**src/hdl/abmrf_pkg.sv**
```systemverilog
`timescale 1ns / 1ps
`default_nettype none

package abmrf_pkg;

  localparam int unsigned NUM_BANKS = 6;
  localparam int unsigned BANK_W    = $clog2(NUM_BANKS);
  localparam int unsigned FIQ_REGS  = 5;

  // Command codes
  localparam logic [2:0] CMD_READ   = 3'd0;
  localparam logic [2:0] CMD_WRITE  = 3'd1;
  localparam logic [2:0] CMD_SWITCH = 3'd2;
  localparam logic [2:0] CMD_IRQ    = 3'd3;
  localparam logic [2:0] CMD_TEST   = 3'd4;

  // Register index codes above the general registers
  localparam logic [4:0] IDX_CPSR = 5'd16;
  localparam logic [4:0] IDX_SPSR = 5'd17;

  // Mode codes
  localparam logic [4:0] MODE_USR = 5'h10;
  localparam logic [4:0] MODE_FIQ = 5'h11;
  localparam logic [4:0] MODE_IRQ = 5'h12;
  localparam logic [4:0] MODE_SVC = 5'h13;
  localparam logic [4:0] MODE_ABT = 5'h17;
  localparam logic [4:0] MODE_UND = 5'h1B;
  localparam logic [4:0] MODE_SYS = 5'h1F;

  // Bank numbers
  localparam logic [BANK_W-1:0] BANK_USR = BANK_W'(0);
  localparam logic [BANK_W-1:0] BANK_FIQ = BANK_W'(1);
  localparam logic [BANK_W-1:0] BANK_SVC = BANK_W'(2);
  localparam logic [BANK_W-1:0] BANK_ABT = BANK_W'(3);
  localparam logic [BANK_W-1:0] BANK_IRQ = BANK_W'(4);
  localparam logic [BANK_W-1:0] BANK_UND = BANK_W'(5);

  // Status register bit positions
  localparam int unsigned PSR_N = 31;
  localparam int unsigned PSR_Z = 30;
  localparam int unsigned PSR_C = 29;
  localparam int unsigned PSR_V = 28;
  localparam int unsigned PSR_I = 7;
  localparam int unsigned PSR_F = 6;
  localparam int unsigned PSR_T = 5;

  localparam logic [31:0] PSR_RESET = {24'h0, 1'b1, 1'b1, 1'b0, MODE_SVC};

  localparam logic [31:0] IRQ_VECTOR = 32'h0000_0018;
  localparam logic [31:0] ARM_PIPE   = 32'd8;
  localparam logic [31:0] ARM_INSN   = 32'd4;

  // Condition codes
  localparam logic [3:0] COND_EQ = 4'd0;
  localparam logic [3:0] COND_NE = 4'd1;
  localparam logic [3:0] COND_CS = 4'd2;
  localparam logic [3:0] COND_CC = 4'd3;
  localparam logic [3:0] COND_MI = 4'd4;
  localparam logic [3:0] COND_PL = 4'd5;
  localparam logic [3:0] COND_VS = 4'd6;
  localparam logic [3:0] COND_VC = 4'd7;
  localparam logic [3:0] COND_HI = 4'd8;
  localparam logic [3:0] COND_LS = 4'd9;
  localparam logic [3:0] COND_GE = 4'd10;
  localparam logic [3:0] COND_LT = 4'd11;
  localparam logic [3:0] COND_GT = 4'd12;
  localparam logic [3:0] COND_LE = 4'd13;

  typedef struct packed {
    logic [2:0]  cmd;
    logic [4:0]  reg_index;
    logic [31:0] write_value;
    logic [4:0]  target_mode;
    logic [3:0]  cond_code;
  } op_t;

  typedef struct packed {
    logic [31:0] read_data;
    logic        cond_pass;
    logic        irq_taken;
    logic [31:0] fetch_address;
    logic        bad_mode;
  } res_t;

  typedef struct packed {
    logic              valid;
    logic [BANK_W-1:0] bank;
  } bank_t;

  function automatic bank_t bank_of(input logic [4:0] mode);
    bank_t b;
    b.valid = 1'b1;
    case (mode)
      MODE_USR: b.bank = BANK_USR;
      MODE_SYS: b.bank = BANK_USR;
      MODE_FIQ: b.bank = BANK_FIQ;
      MODE_SVC: b.bank = BANK_SVC;
      MODE_ABT: b.bank = BANK_ABT;
      MODE_IRQ: b.bank = BANK_IRQ;
      MODE_UND: b.bank = BANK_UND;
      default: begin
        b.valid = 1'b0;
        b.bank  = BANK_USR;
      end
    endcase
    return b;
  endfunction

endpackage

`default_nettype wire

```
**src/hdl/abmrf_cmd_if.sv**
```systemverilog
`timescale 1ns / 1ps
`default_nettype none

interface abmrf_cmd_if;
  logic        valid;
  logic        ready;
  logic [2:0]  cmd;
  logic [4:0]  reg_index;
  logic [31:0] write_value;
  logic [4:0]  target_mode;
  logic [3:0]  cond_code;

  modport source (output valid, cmd, reg_index, write_value, target_mode, cond_code,
                  input ready);
  modport sink (input valid, cmd, reg_index, write_value, target_mode, cond_code,
                output ready);
endinterface

`default_nettype wire

```
**src/hdl/abmrf_rsp_if.sv**
```systemverilog
`timescale 1ns / 1ps
`default_nettype none

interface abmrf_rsp_if;
  logic        valid;
  logic        ready;
  logic [31:0] read_data;
  logic        cond_pass;
  logic        irq_taken;
  logic [31:0] fetch_address;
  logic        bad_mode;

  modport source (output valid, read_data, cond_pass, irq_taken, fetch_address, bad_mode,
                  input ready);
  modport sink (input valid, read_data, cond_pass, irq_taken, fetch_address, bad_mode,
                output ready);
endinterface

`default_nettype wire

```
**src/hdl/abmrf_cond.sv**
```systemverilog
`timescale 1ns / 1ps
`default_nettype none

module abmrf_cond
  import abmrf_pkg::*;
(
  input  wire logic [3:0]  cond_code_i,
  input  wire logic [31:0] psr_i,
  output logic             pass_o
);

  logic n, z, c, v;

  assign n = psr_i[PSR_N];
  assign z = psr_i[PSR_Z];
  assign c = psr_i[PSR_C];
  assign v = psr_i[PSR_V];

  always_comb begin
    case (cond_code_i)
      COND_EQ: pass_o = z;
      COND_NE: pass_o = !z;
      COND_CS: pass_o = c;
      COND_CC: pass_o = !c;
      COND_MI: pass_o = n;
      COND_PL: pass_o = !n;
      COND_VS: pass_o = v;
      COND_VC: pass_o = !v;
      COND_HI: pass_o = c && !z;
      COND_LS: pass_o = !c || z;
      COND_GE: pass_o = (n == v);
      COND_LT: pass_o = (n != v);
      COND_GT: pass_o = !z && (n == v);
      COND_LE: pass_o = z || (n != v);
      default: pass_o = 1'b1; // AL and NV
    endcase
  end

endmodule

`default_nettype wire

```
**src/hdl/abmrf_state.sv**
```systemverilog
`timescale 1ns / 1ps
`default_nettype none

module abmrf_state
  import abmrf_pkg::*;
(
  input  wire logic        clk_i,
  input  wire logic        rst_ni,
  input  wire logic        exec_i,
  input  wire op_t         op_i,
  input  wire logic [31:0] exc_base_i,
  output res_t             res_o
);

  // Only the entries the banks really use are kept: r8-r12 for user and FIQ,
  // r13/r14 for every bank.
  logic [31:0] vis_q    [16];
  logic [31:0] vis_d    [16];
  logic [31:0] usr_hi_q [FIQ_REGS];
  logic [31:0] usr_hi_d [FIQ_REGS];
  logic [31:0] fiq_hi_q [FIQ_REGS];
  logic [31:0] fiq_hi_d [FIQ_REGS];
  logic [31:0] sp_q     [NUM_BANKS];
  logic [31:0] sp_d     [NUM_BANKS];
  logic [31:0] lr_q     [NUM_BANKS];
  logic [31:0] lr_d     [NUM_BANKS];
  logic [31:0] spsr_q   [NUM_BANKS];
  logic [31:0] spsr_d   [NUM_BANKS];
  logic [31:0] cpsr_q;
  logic [31:0] cpsr_d;

  bank_t             cur_b;
  bank_t             tgt_b;
  logic [BANK_W-1:0] ob;
  logic [BANK_W-1:0] nb;
  logic              sw_en;
  logic [4:0]        sw_mode;
  logic              irq_go;
  logic              pass;
  logic [31:0]       fetch;

  abmrf_cond u_cond (
    .cond_code_i (op_i.cond_code),
    .psr_i       (cpsr_q),
    .pass_o      (pass)
  );

  assign cur_b  = bank_of(cpsr_q[4:0]);
  assign ob     = cur_b.valid ? cur_b.bank : BANK_USR;
  assign tgt_b  = bank_of(op_i.target_mode);
  assign irq_go = (op_i.cmd == CMD_IRQ) && !cpsr_q[PSR_I];
  assign fetch  = exc_base_i + IRQ_VECTOR;

  always_comb begin
    sw_en   = 1'b0;
    sw_mode = op_i.target_mode;
    if (op_i.cmd == CMD_SWITCH && tgt_b.valid) begin
      sw_en = 1'b1;
    end else if (irq_go) begin
      sw_en   = 1'b1;
      sw_mode = MODE_IRQ;
    end
  end

  assign nb = (sw_mode == MODE_IRQ && irq_go) ? BANK_IRQ : tgt_b.bank;

  // Result
  always_comb begin
    res_o = '0;
    case (op_i.cmd)
      CMD_READ: begin
        if (!op_i.reg_index[4]) begin
          res_o.read_data = vis_q[op_i.reg_index[3:0]];
        end else if (op_i.reg_index == IDX_CPSR) begin
          res_o.read_data = cpsr_q;
        end else if (op_i.reg_index == IDX_SPSR) begin
          res_o.read_data = spsr_q[ob];
        end
      end
      CMD_SWITCH: res_o.bad_mode = !tgt_b.valid;
      CMD_IRQ: begin
        res_o.irq_taken     = irq_go;
        res_o.fetch_address = irq_go ? fetch : '0;
      end
      CMD_TEST: res_o.cond_pass = pass;
      default: ;
    endcase
  end

  // Next state
  always_comb begin
    vis_d    = vis_q;
    usr_hi_d = usr_hi_q;
    fiq_hi_d = fiq_hi_q;
    sp_d     = sp_q;
    lr_d     = lr_q;
    spsr_d   = spsr_q;
    cpsr_d   = cpsr_q;

    if (op_i.cmd == CMD_WRITE) begin
      if (!op_i.reg_index[4]) begin
        vis_d[op_i.reg_index[3:0]] = op_i.write_value;
      end else if (op_i.reg_index == IDX_CPSR) begin
        cpsr_d = {op_i.write_value[31:5], cpsr_q[4:0]};
      end else if (op_i.reg_index == IDX_SPSR) begin
        spsr_d[ob] = op_i.write_value;
      end
    end

    if (sw_en) begin
      cpsr_d[4:0] = sw_mode;
      if (ob != nb) begin
        for (int k = 0; k < FIQ_REGS; k++) begin
          if (ob == BANK_FIQ) begin
            fiq_hi_d[k] = vis_q[8+k];
            vis_d[8+k]  = usr_hi_q[k];
          end else if (nb == BANK_FIQ) begin
            usr_hi_d[k] = vis_q[8+k];
            vis_d[8+k]  = fiq_hi_q[k];
          end
        end
        sp_d[ob]  = vis_q[13];
        lr_d[ob]  = vis_q[14];
        vis_d[13] = sp_q[nb];
        vis_d[14] = lr_q[nb];
      end
    end

    if (irq_go) begin
      spsr_d[BANK_IRQ] = cpsr_q;
      cpsr_d[PSR_I]    = 1'b1;
      cpsr_d[PSR_T]    = 1'b0;
      vis_d[14]        = cpsr_q[PSR_T] ? vis_q[15] : vis_q[15] - ARM_INSN;
      vis_d[15]        = fetch + ARM_PIPE;
    end
  end

  always_ff @(posedge clk_i or negedge rst_ni) begin
    if (!rst_ni) begin
      for (int i = 0; i < 16; i++) vis_q[i] <= '0;
      for (int i = 0; i < FIQ_REGS; i++) begin
        usr_hi_q[i] <= '0;
        fiq_hi_q[i] <= '0;
      end
      for (int i = 0; i < NUM_BANKS; i++) begin
        sp_q[i]   <= '0;
        lr_q[i]   <= '0;
        spsr_q[i] <= '0;
      end
      cpsr_q <= PSR_RESET;
    end else if (exec_i) begin
      vis_q    <= vis_d;
      usr_hi_q <= usr_hi_d;
      fiq_hi_q <= fiq_hi_d;
      sp_q     <= sp_d;
      lr_q     <= lr_d;
      spsr_q   <= spsr_d;
      cpsr_q   <= cpsr_d;
    end
  end

endmodule

`default_nettype wire

```
**src/hdl/arm_banked_mode_register_file_core.sv**
```systemverilog
`timescale 1ns / 1ps
`default_nettype none

// Banked ARM register file with mode switching, IRQ entry and condition test.
// Each command transaction on cmd_i yields exactly one response transaction on
// rsp_o. A command is captured in an input register, executed against the
// register file by one pass of combinational logic, and its response is held in
// an output register; one command is accepted every cycle while rsp_o is being
// drained. The register file state is updated at the same edge that loads the
// response, so each command sees the effects of all earlier ones. After reset
// the core is in supervisor mode with IRQ and FIQ masked and r15 at zero. The
// user must write exception_base through cfg_we_i/cfg_wdata_i only while the
// core is idle; the core does not enforce this. It does not move r15 by itself.

module arm_banked_mode_register_file_core
  import abmrf_pkg::*;
(
  input  wire logic        clk_i,
  input  wire logic        rst_ni,
  input  wire logic        cfg_we_i,
  input  wire logic [31:0] cfg_wdata_i,
  abmrf_cmd_if.sink        cmd_i,
  abmrf_rsp_if.source      rsp_o
);

  logic        op_valid_q;
  op_t         op_q;
  logic        res_valid_q;
  res_t        res_q;
  res_t        res;
  logic        advance;
  logic [31:0] exc_base_q;

  assign advance     = op_valid_q && (!res_valid_q || rsp_o.ready);
  assign cmd_i.ready = !op_valid_q || advance;

  always_ff @(posedge clk_i or negedge rst_ni) begin
    if (!rst_ni) begin
      exc_base_q <= '0;
    end else if (cfg_we_i) begin
      exc_base_q <= cfg_wdata_i;
    end
  end

  always_ff @(posedge clk_i or negedge rst_ni) begin
    if (!rst_ni) begin
      op_valid_q <= 1'b0;
    end else if (cmd_i.ready) begin
      op_valid_q <= cmd_i.valid;
    end
  end

  always_ff @(posedge clk_i) begin
    if (cmd_i.ready && cmd_i.valid) begin
      op_q.cmd         <= cmd_i.cmd;
      op_q.reg_index   <= cmd_i.reg_index;
      op_q.write_value <= cmd_i.write_value;
      op_q.target_mode <= cmd_i.target_mode;
      op_q.cond_code   <= cmd_i.cond_code;
    end
  end

  abmrf_state u_state (
    .clk_i      (clk_i),
    .rst_ni     (rst_ni),
    .exec_i     (advance),
    .op_i       (op_q),
    .exc_base_i (exc_base_q),
    .res_o      (res)
  );

  always_ff @(posedge clk_i or negedge rst_ni) begin
    if (!rst_ni) begin
      res_valid_q <= 1'b0;
    end else if (advance) begin
      res_valid_q <= 1'b1;
    end else if (rsp_o.ready) begin
      res_valid_q <= 1'b0;
    end
  end

  always_ff @(posedge clk_i) begin
    if (advance) begin
      res_q <= res;
    end
  end

  assign rsp_o.valid         = res_valid_q;
  assign rsp_o.read_data     = res_q.read_data;
  assign rsp_o.cond_pass     = res_q.cond_pass;
  assign rsp_o.irq_taken     = res_q.irq_taken;
  assign rsp_o.fetch_address = res_q.fetch_address;
  assign rsp_o.bad_mode      = res_q.bad_mode;

endmodule

`default_nettype wire
```
**src/flat_wrapper.sv**
```systemverilog
// flat-port wrapper written by rule: the top's interface ports become plain ports
module arm_banked_mode_register_file_core_flat import abmrf_pkg::*;
  (clk_i, rst_ni, cfg_we_i, cfg_wdata_i, cmd_i_valid, cmd_i_cmd, cmd_i_reg_index, cmd_i_write_value, cmd_i_target_mode, cmd_i_cond_code, cmd_i_ready, rsp_o_valid, rsp_o_read_data, rsp_o_cond_pass, rsp_o_irq_taken, rsp_o_fetch_address, rsp_o_bad_mode, rsp_o_ready);
  abmrf_cmd_if cmd_i_i ();
  abmrf_rsp_if rsp_o_i ();
  input  wire logic clk_i;
  input  wire logic rst_ni;
  input  wire logic cfg_we_i;
  input  wire logic [31:0] cfg_wdata_i;
  input wire logic [$bits(cmd_i_i.valid)-1:0] cmd_i_valid;
  input wire logic [$bits(cmd_i_i.cmd)-1:0] cmd_i_cmd;
  input wire logic [$bits(cmd_i_i.reg_index)-1:0] cmd_i_reg_index;
  input wire logic [$bits(cmd_i_i.write_value)-1:0] cmd_i_write_value;
  input wire logic [$bits(cmd_i_i.target_mode)-1:0] cmd_i_target_mode;
  input wire logic [$bits(cmd_i_i.cond_code)-1:0] cmd_i_cond_code;
  output wire logic [$bits(cmd_i_i.ready)-1:0] cmd_i_ready;
  output wire logic [$bits(rsp_o_i.valid)-1:0] rsp_o_valid;
  output wire logic [$bits(rsp_o_i.read_data)-1:0] rsp_o_read_data;
  output wire logic [$bits(rsp_o_i.cond_pass)-1:0] rsp_o_cond_pass;
  output wire logic [$bits(rsp_o_i.irq_taken)-1:0] rsp_o_irq_taken;
  output wire logic [$bits(rsp_o_i.fetch_address)-1:0] rsp_o_fetch_address;
  output wire logic [$bits(rsp_o_i.bad_mode)-1:0] rsp_o_bad_mode;
  input wire logic [$bits(rsp_o_i.ready)-1:0] rsp_o_ready;
  assign cmd_i_i.valid = cmd_i_valid;
  assign cmd_i_i.cmd = cmd_i_cmd;
  assign cmd_i_i.reg_index = cmd_i_reg_index;
  assign cmd_i_i.write_value = cmd_i_write_value;
  assign cmd_i_i.target_mode = cmd_i_target_mode;
  assign cmd_i_i.cond_code = cmd_i_cond_code;
  assign cmd_i_ready = cmd_i_i.ready;
  assign rsp_o_valid = rsp_o_i.valid;
  assign rsp_o_read_data = rsp_o_i.read_data;
  assign rsp_o_cond_pass = rsp_o_i.cond_pass;
  assign rsp_o_irq_taken = rsp_o_i.irq_taken;
  assign rsp_o_fetch_address = rsp_o_i.fetch_address;
  assign rsp_o_bad_mode = rsp_o_i.bad_mode;
  assign rsp_o_i.ready = rsp_o_ready;
  arm_banked_mode_register_file_core u_core (.clk_i(clk_i), .rst_ni(rst_ni), .cfg_we_i(cfg_we_i), .cfg_wdata_i(cfg_wdata_i), .cmd_i(cmd_i_i), .rsp_o(rsp_o_i));
endmodule
```
**config.mk**
```make
export PLATFORM = sky130hd
export DESIGN_NAME = arm_banked_mode_register_file_core_flat
export DESIGN_NICKNAME = d
export VERILOG_FILES = /design/src/hdl/abmrf_pkg.sv /design/src/hdl/abmrf_cmd_if.sv /design/src/hdl/abmrf_rsp_if.sv /design/src/hdl/abmrf_cond.sv /design/src/hdl/abmrf_state.sv /design/src/hdl/arm_banked_mode_register_file_core.sv /design/src/flat_wrapper.sv
export SDC_FILE = /design/constraint.sdc
export NUM_CORES = 2
export LEC_CHECK = 0
export BUFFER_PORTS_ARGS = -buffer_cell sky130_fd_sc_hd__buf_2
export CAP_MARGIN = 15
export CORE_AREA = 2 2 438 483
export CTS_CLUSTER_DIAMETER = 40
export CTS_CLUSTER_SIZE = 24
export DETAILED_ROUTE_END_ITERATION = 6
export DIE_AREA = 0 0 440 485
export PLACE_DENSITY = 0.6
export SYNTH_ARGS = -nofsm -noshare
export SYNTH_HDL_FRONTEND = slang
export SYNTH_SLANG_ARGS = --single-unit
```
**constraint.sdc**
```tcl
create_clock -name clk_i -period 4.29 [get_ports clk_i]
set_clock_uncertainty 0.15 [all_clocks]
set_input_delay 0.858 -clock clk_i [delete_from_list [all_inputs] [get_ports clk_i]]
set_output_delay 0.858 -clock clk_i [all_outputs]
set_load 0.01 [all_outputs]
```
==> metrics.csv <==
metric,value,unit
status,"finished, violations left",
failing checks,design-rule violations,
Post-Route WL,237300,um
synth warn,0,
setup TNS,0,ns
WL met1,95890,um
Fmax,0.2580,GHz
worst slew pin tran,1.245,ns
worst setup path end,u_core.u_state.lr_q[44],
min Tclk post-route,3.875,ns
effective utilization at floorplan,34.84,%
number of buffer and inverter stages on the critical path,1,
Nets,5971,
Crit-path slowest cell,a2111oi_2,
"critical path, cell by cell","xnor2_1, a2111oi_2, o221ai_1, o21ai_4, or2_4, buf_12, mux2_2",
Congestion Overflow GR,0,
Reg-to-Reg Start,u_core.op_q[7],
share of the synthesized area in the top cell type,50.60,%
aggregate global-route resource usage,22.06,%
routability cong.,0.8726,
DP HPWL,144700,um
Hold Crit Class,in -> reg,
RSZ-0062 raised after global routing,false,
post-synthesis cell count,5731,
postcts setup bufs,0,
layout cells sized above 1,31.91,%
post-synthesis sequential area ratio,55.57,%
r2r endpoint,u_core.u_state.lr_q[44],
Netlist Area Pre-Place,0.07265,mm^2
Chip Height,485,um
H-tree levels,4,
Final Max Tran Viols,0,
first-pass GRT wire length,354300,um
WL/cell,26.83,um
largest area contributor in the netlist,dfrtp_1,
combinational share of power,7.7,%
endpoints failing hold,0,
prevailing post-synth register cell,dfrtp_1,
DRT Pass-1 Iters,7,
# setup viols final,0,
initial antenna violation count,11,
WP depth,7,
crit-path max cell delay,0.70,ns
CTS sink cnt,1590,
largest cells by area after synthesis,"dfrtp_1 (51%), mux2_2 (14%), mux4_2 (5.0%)",
crit-path leading delay family,compound AO/OA/AOI/OAI gates,
Seq pwr share,42.3,%
Antenna Nets Post-Route,0,
Row Count,176,
leak pwr,39.21,nW
Num CTS Buffers,225,
internal power,28.51,mW
Post-synth top cells,"dfrtp_1 (1,469), mux2_2 (897), nand2_1 (509)",
clk buf depth,3,
syn avg cell area,12.68,um^2
synth unique cells,90,
Power Density,456.3,mW/mm^2
placed cell area,0.07741,mm^2
DRC violation total after the first TritonRoute iteration,5015,
"Area growth, synth to finish",18.24,%
met2 routed wirelength,113400,um
clock root buffer,clkbuf_16,
crit path capture type,register,
Max Used Layer,met4,
clk_lat worst skew,0.89,ns
Worst Reg-to-Reg Cells,7,
detailed-route via count,51290,
core area,0.2085,mm^2
CP Class,reg -> reg,
CTS tree,done,
Syn Nets,5819,
I/O Buffers,154,
period utilization,90.33,%
largest net degree at the start of global routing,160,
top-count cell post-synth,dfrtp_1,
switching fraction of total power,27.26,%
Worst IR Drop VDD,0.0003955,V
Seq cells post-synth,1590,
clk slew on worst S/H paths,0.07,ns
fin util,41.20,%
Post-synth EDFFs,116,
Die Width,440,um
Die ar.,0.2134,mm^2
vias per cell,5.799,
Layout Cell Area excl Fill,0.08591,mm^2
CP Max Fanout,29,
Worst Setup SP,u_core.op_q[7],
startpoint types,register,
sw power,10.69,mW
DRC violations left,1,
"FFs w/ async S/R, synth",92.70,%
WP data arrival,4.45,ns
Top Ports,155,
Critical Path RT,4.87,ns
Met3 Routed Length,14740,um
max_cap viols,0,
vias in the first global route,52960,
clock share of power,50.1,%
flop2flop setup slack,0.41,ns
Worst slew margin,16.99,%
## routing by layer
layer | track usage (%) | up-vias
li1 | - | 21580
met3 | 3.577 | 544
met5 | 0 | -
met1 | 28.20 | 27250
met2 | 35.87 | 1928
met4 | 11.72 | 0
## per-stage QoR
stage / hold WS [ns] / std cells / setup WS [ns] / total power [mW]
floorplan: 0.2944 / 5731 / 0.1240 / 18.02
global placement: 0.3064 / 8376 / 0.5584 / 19.70
detailed placement: 0.3172 / 8376 / 0.5134 / 19.76
CTS: 0.004754 / 8839 / 0.4982 / 39.42
global route: 0.02434 / 8840 / 0.3248 / 40.38
finish: 0.05182 / 8846 / 0.4146 / 39.20
## area by class of cell
type                       count  area [um^2]
fill                       19150       122600
sequential                  1590        40380
multi-input combinational   3631        30420
clock buffer                 248         5881
timing repair buffer         422         3496
tap                         2759         3452
clock inverter               176         2210
inverter                      13        56.30
antenna                        7        17.52
## worst min path at each step
stage | startpoint | end | slack (ns) | cells after the start
after floorplan | u_core.u_state.spsr_q[36] | u_core.u_state.spsr_q[36] | 0.29 | 2
after global placement | u_core.u_state.spsr_q[43] | u_core.u_state.spsr_q[43] | 0.31 | 2
after detailed placement | u_core.u_state.spsr_q[43] | u_core.u_state.spsr_q[43] | 0.32 | 2
after CTS | cmd_i_write_value[6] | u_core.op_q[15] | 0.005 | 1
after global routing | cmd_i_write_value[16] | u_core.op_q[25] | 0.02 | 1
final | cfg_wdata_i[17] | u_core.exc_base_q[17] | 0.05 | 2
## power by group through the flow
stage	Clock [mW]	Sequential (mW)	Combinational, mW
after global routing	20.6	16.6	3.20
final	19.6	16.6	3.00
after floorplan	0	16.4	1.63
after global placement	0	16.8	2.92
after CTS	19.9	16.5	2.99
after detailed placement	0	16.8	2.95
## registers in the layout, summed over array words and instances, names as in the netlist
| signal | count |
|---|---|
| u_core.rsp_o.bad_mode | 1 |
| u_core.u_state.spsr_q | 192 |
| u_core.u_state.lr_q | 192 |
| u_core.u_state.fiq_hi_q | 160 |
| u_core.rsp_o.valid | 1 |
| u_core.u_state.sp_q | 192 |
| u_core.rsp_o.read_data | 32 |
| u_core.op_valid_q | 1 |
| u_core.rsp_o.fetch_address | 32 |
| u_core.op_q | 49 |
| u_core.rsp_o.cond_pass | 1 |
| u_core.u_state.vis_q | 512 |
| u_core.exc_base_q | 32 |
| u_core.u_state.cpsr_q | 32 |
| u_core.rsp_o.irq_taken | 1 |
| u_core.u_state.usr_hi_q | 160 |
## worst register-to-register path: stages, from the launching register on
cell,delay [ns]
edfxtp_1,0.62
xnor2_1,0.29
a2111oi_2,0.70
o221ai_1,0.37
o21ai_4,0.46
or2_4,0.44
buf_12,0.28
mux2_2,0.40
## cells in the final DEF, fill, tap and decap left out, types with 37 or more instances in the layout
cell,Yosys,layout
o21ai_0,142,142
clkbuf_16,0,228
nor2_1,385,368
o221ai_1,37,37
inv_6,0,39
mux2_2,897,897
mux2_1,278,278
buf_4,45,181
a21oi_1,109,104
edfxtp_1,116,116
xor2_1,39,39
mux4_2,161,161
o22ai_1,79,79
nor3_1,86,78
nand3_1,110,107
a22oi_1,222,222
a31oi_1,94,94
a221o_1,160,160
buf_12,0,49
xnor2_1,41,41
buf_2,75,153
nand2_1,509,506
dfrtp_1,1469,1469
dlygate4sd3_1,0,39
## timing repair
item                       in CTS  in global routing
setup endpoints to repair       0                  0
hold endpoints to repair       75                  0
gates resized for setup         0                  0
hold buffers                   39                  0
## logic make-up (layout without fill, tap and decap cells)
family / Yosys count / in the layout / share of synthesized area, %
AO/OA/AOI/OAI: 975 / 975 / 9.680
XOR/XNOR: 80 / 80 / 0.9644
adder cells (fa/ha/maj): 2 / 2 / 0.03444
buffers and inverters: 510 / 859 / 3.059
flip-flops: 1590 / 1590 / 55.57
multiplexers: 1354 / 1354 / 23.45
other: 0 / 7 / 0
AND/OR/NAND/NOR: 1220 / 1220 / 7.240
No activity file was read; power rests on OpenSTA's default activity.
